--- config.mk ---
export PLATFORM = sky130hd
export DESIGN_NAME = sorted_alarm_timer_queue_unit
export DESIGN_NICKNAME = d
export VERILOG_FILES = /design/src/sv/satq_pkg.sv /design/src/sv/sorted_alarm_timer_queue_unit.sv /design/src/sv/satq_cell.sv
export VERILOG_INCLUDE_DIRS = /design/src /design/src/sv
export SDC_FILE = /design/constraint.sdc
export NUM_CORES = 2
export LEC_CHECK = 0
export ABC_AREA = 1
export BUFFER_PORTS_ARGS = -buffer_cell sky130_fd_sc_hd__buf_2
export CAP_MARGIN = 0
export CORE_MARGIN = 2
export CORE_UTILIZATION = 35
export CTS_CLUSTER_SIZE = 28
export DETAILED_ROUTE_END_ITERATION = 6
export PLACE_DENSITY = 0.48
export SETUP_SLACK_MARGIN = 0.2
export SYNTH_ARGS = -nofsm -noshare
export SYNTH_HDL_FRONTEND = slang
export SYNTH_SLANG_ARGS = --single-unit
--- constraint.sdc ---
create_clock -name clk_i -period 9.11 [get_ports clk_i]
set_input_delay 0.4555 -clock clk_i [delete_from_list [all_inputs] [get_ports clk_i]]
set_output_delay 0.4555 -clock clk_i [all_outputs]
set_load 0.02 [all_outputs]
--- src/sv/assert_macros.svh ---
// Assertion macros shared by the alarm queue RTL.
// No dependencies; included by files that carry concurrent assertions.
`ifndef ASSERT_MACROS_SVH
`define ASSERT_MACROS_SVH

`define SATQ_ASSERT(lbl, clk, rst_n, prop, msg) \
  lbl: assert property (@(posedge clk) disable iff (!rst_n) (prop)) else $error(msg);

`define SATQ_ASSERT_NEVER(lbl, clk, rst_n, cond, msg) \
  lbl: assert property (@(posedge clk) disable iff (!rst_n) !(cond)) else $error(msg);

`endif

--- src/sv/satq_pkg.sv ---
// Package for the sorted alarm timer queue: widths, codes and cell types.
// No dependencies; used by satq_cell and the top level.
package satq_pkg;

  localparam int IdW        = 4;
  localparam int TmoW       = 32;
  localparam int ActW       = 2;
  localparam int IdSpace    = 16;
  localparam int NumAlarmsDef = 16;
  localparam logic [TmoW-1:0] StartTickReset = '0;

  localparam logic [ActW-1:0] ActTick   = 2'd0;
  localparam logic [ActW-1:0] ActSet    = 2'd1;
  localparam logic [ActW-1:0] ActCancel = 2'd2;

  localparam logic KindFired = 1'b0;
  localparam logic KindTick  = 1'b1;

  typedef enum logic [2:0] {
    OpHold,
    OpRemove,
    OpInsert,
    OpPop,
    OpClear
  } cell_op_e;

  typedef struct packed {
    logic            vld;
    logic [IdW-1:0]  id;
    logic [TmoW-1:0] tmo;
  } entry_t;

  typedef struct packed {
    cell_op_e        op;
    logic [IdW-1:0]  id;
    logic [TmoW-1:0] tmo;
  } cell_ctrl_t;

endpackage

--- src/sv/sorted_alarm_timer_queue_unit.sv ---
// Top level of the sorted alarm timer queue: command decode, tick counter, result register.
// Depends on satq_pkg, satq_cell and assert_macros.svh.
//
//  channel  | handshake           | payload
//  ---------+---------------------+------------------------------------------
//  command  | start_i / busy_o    | action_i, alarm_id_i, timeout_i
//  result   | valid_o (strobe)    | kind_o, fired_id_o, tick_value_o, last_o
//  config   | cfg_we_i            | cfg_wdata_i (start tick, empties the queue)
//
// A cancel unlinks the alarm from the cell row at the transfer edge.
// A set unlinks at the transfer edge, then inserts from the StIns state in the row.
// A tick pops each due alarm from the head cell, one per cycle, as a fired result,
// then gives the tick-completed result; each result is registered and shown for one cycle.
// Reset empties the queue at once through the cell valid bits and loads tick zero.
// The receiver cannot stall, so results never wait.
module sorted_alarm_timer_queue_unit
  import satq_pkg::*;
#(
  parameter int NUM_ALARMS = NumAlarmsDef
) (
  input  logic            clk_i,
  input  logic            rst_ni,
  input  logic            start_i,
  output logic            busy_o,
  input  logic [ActW-1:0] action_i,
  input  logic [IdW-1:0]  alarm_id_i,
  input  logic [TmoW-1:0] timeout_i,
  input  logic            cfg_we_i,
  input  logic [TmoW-1:0] cfg_wdata_i,
  output logic            valid_o,
  output logic            kind_o,
  output logic [IdW-1:0]  fired_id_o,
  output logic [TmoW-1:0] tick_value_o,
  output logic            last_o
);

  `include "assert_macros.svh"

  localparam int NumCells = (NUM_ALARMS < IdSpace) ? NUM_ALARMS : IdSpace;

  localparam logic [1:0] StIdle = 2'd0;
  localparam logic [1:0] StIns  = 2'd1;
  localparam logic [1:0] StFire = 2'd2;

  logic [1:0]      state_q, state_d;
  logic [TmoW-1:0] tick_q, tick_d;
  logic [IdW-1:0]  id_q, id_d;
  logic [TmoW-1:0] tmo_q, tmo_d;
  logic            valid_q, valid_d;
  logic            kind_q, kind_d;
  logic [IdW-1:0]  fid_q, fid_d;
  logic            last_q, last_d;

  cell_ctrl_t      ctrl;
  entry_t          ent [NumCells];
  logic [NumCells:0] rm;
  logic [NumCells:0] ins;
  logic [NumCells-1:0] vld_vec;
  logic            accept;
  logic            id_ok;

  assign busy_o = (state_q != StIdle);
  assign accept = start_i && !busy_o;
  assign id_ok  = (32'(alarm_id_i) < NUM_ALARMS);

  assign rm[0]  = 1'b0;
  assign ins[0] = 1'b0;

  for (genvar i = 0; i < NumCells; i++) begin : g_cell
    entry_t left_e, right_e;
    if (i == 0) begin : g_first
      assign left_e = '0;
    end else begin : g_mid
      assign left_e = ent[i-1];
    end
    if (i == NumCells - 1) begin : g_last
      assign right_e = '0;
    end else begin : g_inner
      assign right_e = ent[i+1];
    end
    satq_cell u_cell (
      .clk_i  (clk_i),
      .rst_ni (rst_ni),
      .ctrl_i (ctrl),
      .left_i (left_e),
      .right_i(right_e),
      .rm_i   (rm[i]),
      .ins_i  (ins[i]),
      .ent_o  (ent[i]),
      .rm_o   (rm[i+1]),
      .ins_o  (ins[i+1])
    );
    assign vld_vec[i] = ent[i].vld;
  end

  always_comb begin
    state_d = state_q;
    tick_d  = tick_q;
    id_d    = id_q;
    tmo_d   = tmo_q;
    valid_d = 1'b0;
    kind_d  = kind_q;
    fid_d   = fid_q;
    last_d  = last_q;
    ctrl    = '{op: OpHold, id: alarm_id_i, tmo: timeout_i};
    if (cfg_we_i) begin
      ctrl.op = OpClear;
      tick_d  = cfg_wdata_i;
      state_d = StIdle;
    end else begin
      case (state_q)
        StIdle: begin
          if (accept) begin
            if (action_i == ActTick) begin
              tick_d  = tick_q + 1'b1;
              state_d = StFire;
            end else if ((action_i == ActSet || action_i == ActCancel) && id_ok) begin
              ctrl.op = OpRemove;
              if (action_i == ActSet && timeout_i != '0) begin
                id_d    = alarm_id_i;
                tmo_d   = timeout_i;
                state_d = StIns;
              end
            end
          end
        end
        StIns: begin
          ctrl.id  = id_q;
          ctrl.tmo = tmo_q;
          if (!ent[NumCells-1].vld) begin
            ctrl.op = OpInsert;
          end
          state_d = StIdle;
        end
        StFire: begin
          valid_d = 1'b1;
          if (ent[0].vld && (ent[0].tmo <= tick_q)) begin
            ctrl.op = OpPop;
            kind_d  = KindFired;
            fid_d   = ent[0].id;
            last_d  = 1'b0;
          end else begin
            kind_d  = KindTick;
            fid_d   = '0;
            last_d  = 1'b1;
            state_d = StIdle;
          end
        end
        default: state_d = StIdle;
      endcase
    end
  end

  always_ff @(posedge clk_i or negedge rst_ni) begin
    if (!rst_ni) begin
      state_q <= StIdle;
      tick_q  <= StartTickReset;
      valid_q <= 1'b0;
    end else begin
      state_q <= state_d;
      tick_q  <= tick_d;
      valid_q <= valid_d;
    end
  end

  always_ff @(posedge clk_i) begin
    id_q   <= id_d;
    tmo_q  <= tmo_d;
    kind_q <= kind_d;
    fid_q  <= fid_d;
    last_q <= last_d;
  end

  assign valid_o      = valid_q;
  assign kind_o       = kind_q;
  assign fired_id_o   = fid_q;
  assign tick_value_o = tick_q;
  assign last_o       = last_q;

  `SATQ_ASSERT(a_kind_last, clk_i, rst_ni, valid_o |-> (kind_o == last_o),
               "tick-completed flag and last flag disagree")
  `SATQ_ASSERT(a_contig, clk_i, rst_ni, $onehot({1'b0, vld_vec} + 1'b1),
               "queued alarms are not packed from the head cell")
  `SATQ_ASSERT(a_res_src, clk_i, rst_ni, valid_o |-> $past(state_q == StFire),
               "result strobe outside a tick run")
  `SATQ_ASSERT(a_tick_busy, clk_i, rst_ni,
               (accept && !cfg_we_i && action_i == ActTick) |=> busy_o,
               "tick transfer did not start a run")

endmodule

--- src/sv/satq_cell.sv ---
// One cell of the sorted alarm chain: holds one queued alarm.
// Depends on satq_pkg; instantiated in a row by the top level.
module satq_cell
  import satq_pkg::*;
(
  input  logic       clk_i,
  input  logic       rst_ni,
  input  cell_ctrl_t ctrl_i,
  input  entry_t     left_i,
  input  entry_t     right_i,
  input  logic       rm_i,
  input  logic       ins_i,
  output entry_t     ent_o,
  output logic       rm_o,
  output logic       ins_o
);

  logic            vld_q, vld_d;
  logic [IdW-1:0]  id_q, id_d;
  logic [TmoW-1:0] tmo_q, tmo_d;
  logic            ins_here;

  assign ent_o    = '{vld: vld_q, id: id_q, tmo: tmo_q};
  assign rm_o     = rm_i | (vld_q && (id_q == ctrl_i.id));
  assign ins_here = !vld_q || (tmo_q > ctrl_i.tmo);
  assign ins_o    = ins_here;

  always_comb begin
    vld_d = vld_q;
    id_d  = id_q;
    tmo_d = tmo_q;
    case (ctrl_i.op)
      OpRemove: begin
        if (rm_o) begin
          vld_d = right_i.vld;
          id_d  = right_i.id;
          tmo_d = right_i.tmo;
        end
      end
      OpPop: begin
        vld_d = right_i.vld;
        id_d  = right_i.id;
        tmo_d = right_i.tmo;
      end
      OpInsert: begin
        if (ins_here) begin
          if (ins_i) begin
            vld_d = left_i.vld;
            id_d  = left_i.id;
            tmo_d = left_i.tmo;
          end else begin
            vld_d = 1'b1;
            id_d  = ctrl_i.id;
            tmo_d = ctrl_i.tmo;
          end
        end
      end
      OpClear: vld_d = 1'b0;
      default: ;
    endcase
  end

  always_ff @(posedge clk_i or negedge rst_ni) begin
    if (!rst_ni) begin
      vld_q <= 1'b0;
    end else begin
      vld_q <= vld_d;
    end
  end

  always_ff @(posedge clk_i) begin
    id_q  <= id_d;
    tmo_q <= tmo_d;
  end

endmodule
==> impl_metrics.csv <==
group,metric,value,unit
status,status,"completed",
timing,finalHoldViolations,0,
setup_path,path_cells,"inv_2 > nand2_2 > nor2_4 > buf_4 > o21ai_2 > buf_4 > ha_1 > nand2_1 > nor4_1 > inv_1 > nor4_1 > nand3_1 > nand2_1 > nand2_2 > buf_4 > nand2_1 > o21ai_0 > nand2_1 > o21ai_0",
global_route,grt-ovfl-total,0,
synth,synth.top_cell.area_share,40.35,%
detailed_routing,drtIter0Drc,3796,
synth,synth.area.top_cells,"edfxtp_1 (40%), ha_1 (14%), nand2_1 (10%)",
floorplanning,dieArea,134100,sq um
power,pwr_density_cell,164.4,nW/um^2
cts,cts.clk_slew.worst_paths,0.06,ns
power,p_sw,0.002507,W
synth,yosys.area.top_type,"edfxtp_1",
power,p_sw_share,29.74,%
cts,cts_sinks,668,
detailed_routing,wl_per_cell,22.08,um
timing,hold_ws,0.04139,ns
floorplanning,start_util,35.37,%
detailed_routing,firstDrtPassIters,6,
synth,ys_ff_latch,668,
timing,finalCritPeriodShare,68.42,%
job,drv_cap,0,
global_route,grt_pass1_wl,244500,um
setup_path,crit_path_end_kind,"flop",
timing,fin_crit,6.233,ns
cells_and_area,multiInputGateArea,23970,sq um
timing,relSlewSlack,15.21,%
timing,worst_pin_slew,1.259,ns
floorplanning,coreArea,129800,sq um
timing,rsz0062_at_grt,"false",
global_route,grt_util_met3,2.385,%
global_route,grt_max_degree,247,
timing,report.final.slew_viol_count,0,
global_route,grt_pass1_vias,38313,
cts,clock_latency,0.67,ns
power,internal_power,0.005923,W
power,p_comb_share,16.1,%
detailed_routing,vias,40017,
setup_path,crit_path_frequent_cell,"nand2_1",
synth,netlist_area,45910,sq um
setup_path,cp_slowest_cell,"nor4_1",
synth,synthCells,5483,
placed_design,port_buffers,113,
detailed_routing,route.detailed.drc,0,
cts,max-clock-path-buffers,3,
detailed_routing,ant_nets,0,
global_route,grtUsageMet1,33.11,%
cells_and_area,syn2layout_area_growth,11.70,%
setup_path,cp.required,9.48,ns
timing,setup-tns-final,0,ns
cts,cts_tree,"built",
cts,cts_root_buf,"clkbuf_16",
power,leakage,20.60,nW
global_route,antenna_found_initial,1,
setup_path,crit_type,"flop to flop",
setup_path,cp.arrival,6.60,ns
cells_and_area,final_cells,7284,
global_route,grt_usage,23.42,%
placed_design,gp_congestion,0.8738,
cells_and_area,final_nets,6059,
global_route,grtUsageMet2,37.98,%
cells_and_area,drive_gt1_share,8.284,%
synth,ys.warnings.count,0,
floorplanning,die_h,366.2,um
global_route,top_usage_layer,"met2",
placed_design,placed_cells,7116,
synth,yosysSeqAreaShare,43.13,%
setup_path,crit_path_max_fanout,54,
cts,htree_num_levels,3,
placed_design,hpwl,118200,um
cells_and_area,regArea,19800,sq um
detailed_routing,drt_wl_total,160900,um
power,power.share.sequential,43.5,%
detailed_routing,via_per_inst,5.494,
floorplanning,die_w,366.2,um
cts,cts_made_buffers,84,
synth,avgSynthCellArea,8.374,sq um
power,fin_total_pwr,0.008429,W
synth,synthDistinctLibCells,58,
timing,setup_violations,0,
floorplanning,ioPinCount,114,
floorplanning,rows,132,
power,p_clk_share,40.4,%
worst_hold_path,hold_class,"input pin to flop",
setup_path,cp-start-kind,"flop",
cells_and_area,fillers,13237,
setup_path,cpPeakStageDelay,0.93,ns
timing,fmax,0.1604,GHz
synth,synth_fp_nets,6072,
power,vdd_drop_max,0.0001334,V
timing,finClkSkew,0.03488,ns
## final timing paths
kind / from / to / slack [ns] / cells after the start
setup / recovery: state_q[1]$_DFFE_PN0P_ / g_cell[13].u_cell.tmo_q[1]$_DFFE_PP_ / 2.88 / 19
hold / removal: timeout_i[23] / tmo_q[23]$_DFFE_PP_ / 0.04 / 1
setup reg to reg: state_q[1]$_DFFE_PN0P_ / g_cell[13].u_cell.tmo_q[1]$_DFFE_PP_ / 2.88 / 19
hold reg to reg: g_cell[10].u_cell.vld_q$_DFFE_PN0P_ / g_cell[10].u_cell.vld_q$_DFFE_PN0P_ / 0.51 / 2
max in group asynchronous: rst_ni / g_cell[10].u_cell.vld_q$_DFFE_PN0P_ / 7.97 / 3
min in group asynchronous: rst_ni / tick_value_o[10]$_DFFE_PN0P_ / 0.50 / 3
## per-layer routing
metal	part of all wire [%]	vias to the layer above
li1	-	19380
met1	46	19210
met2	45	1253
met3	5.5	174
met4	2.6	0
met5	0	-
## layout make-up
type	instances	area share, %
flip-flops and latches	668	38.62
multi-input cells	4182	46.74
repair buffers	215	2.718
inverters	319	2.359
diodes	1	0.004879
clock inverters	41	0.7197
clock buffers	116	4.592
well taps	1742	4.250
## registers in the layout, indices dropped and copies added, names as in the netlist
register,cells
g_cell.u_cell.id_q,64
last_o,1
state_q,2
fired_id_o,4
g_cell.u_cell.vld_q,16
tick_value_o,32
tmo_q,32
g_cell.u_cell.tmo_q,512
id_q,4
valid_o,1
## critical path: cells and delay by family, from the launching register on
kind | cells | cell delay [ns]
buffers and inverters | 5 | 1.32
and+or+nand+nor | 10 | 3.41
AOI/OAI and AO/OA | 3 | 0.30
adders and majority gates | 1 | 0.33
DFF | 1 | 0.44
## layout by cell type, fill, tap and decap left out, drive strengths merged, types with 10 or more instances in the layout
cell type | synthesis | final
a31oi | 311 | 311
o21a | 10 | 10
nor2 | 594 | 594
o22ai | 38 | 38
nand4 | 76 | 76
nor3 | 29 | 29
o211ai | 20 | 20
nand2 | 1294 | 1294
a21oi | 545 | 545
dlygate4sd3 | 0 | 10
buf | 66 | 205
o221ai | 10 | 10
or2 | 34 | 34
a22oi | 10 | 10
a211oi | 16 | 16
nor4 | 28 | 28
clkinv | 6 | 36
clkbuf | 248 | 116
edfxtp | 617 | 617
xor2 | 39 | 39
ha | 515 | 515
nand3 | 185 | 185
inv | 313 | 317
dfrtp | 51 | 51
o21ai | 389 | 389
## timing repair
| action | 4_1_cts | 5_1_grt |
|---|---|---|
| hold buffers | 10 | 0 |
| setup buffers | 0 | 0 |
| gates resized for setup | 0 | 0 |
| endpoints found under the setup margin | 0 | 0 |
| endpoints found under the hold margin | 42 | 0 |
## power by group through the flow
stage | clock network, W | registers [W] | logic (W)
floorplan | 0 | 0.00371 | 0.000847
global placement | 0 | 0.00372 | 0.00133
detailed placement | 0 | 0.00372 | 0.00135
CTS | 0.00348 | 0.00366 | 0.00136
global route | 0.00358 | 0.00368 | 0.00153
finish | 0.00341 | 0.00366 | 0.00136
## stage by stage
stage                     util [%]  cell area, sq um  setup slack [ns]
after floorplan                  -             45910             3.689
after global placement       37.33             48460             2.361
after detailed placement     37.33             48460             2.296
after CTS                    39.50             51280             2.811
after global routing         39.51             51280             2.670
final                        39.51             51280             2.877
## Yosys cell counts, drive strengths merged
cell type / n
nand2: 1294
edfxtp: 617
nor2: 594
a21oi: 545
ha: 515
o21ai: 389
inv: 313
a31oi: 311
clkbuf: 248
nand3: 185
nand4: 76
buf: 66
dfrtp: 51
xor2: 39
o22ai: 38
or2: 34
nor3: 29
nor4: 28
o211ai: 20
a211oi: 16
a22oi: 10
o21a: 10
o221ai: 10
o21bai: 8
clkinv: 6
o2111ai: 5
nand3b: 4
a21o: 3
a31o: 3
a2111oi: 2
a221oi: 2
and2: 2
nor4b: 2
xnor2: 2
a22o: 1
a2bb2oi: 1
a41oi: 1
nor3b: 1
o31ai: 1
or4: 1
## kinds of logic (layout without fill, tap and decap cells)
family,count (synthesis),in the layout,share of synthesized area (%)
buffers and inverters,633,691,5.336
xor gates and xnor gates,41,41,0.7821
DFF,668,668,43.13
and+or+nand+nor,2250,2250,20.16
AOI/OAI and AO/OA,1376,1376,16.56
other,0,1,0
adders and majority gates,515,515,14.03
Power figures use the tool's default switching activity.
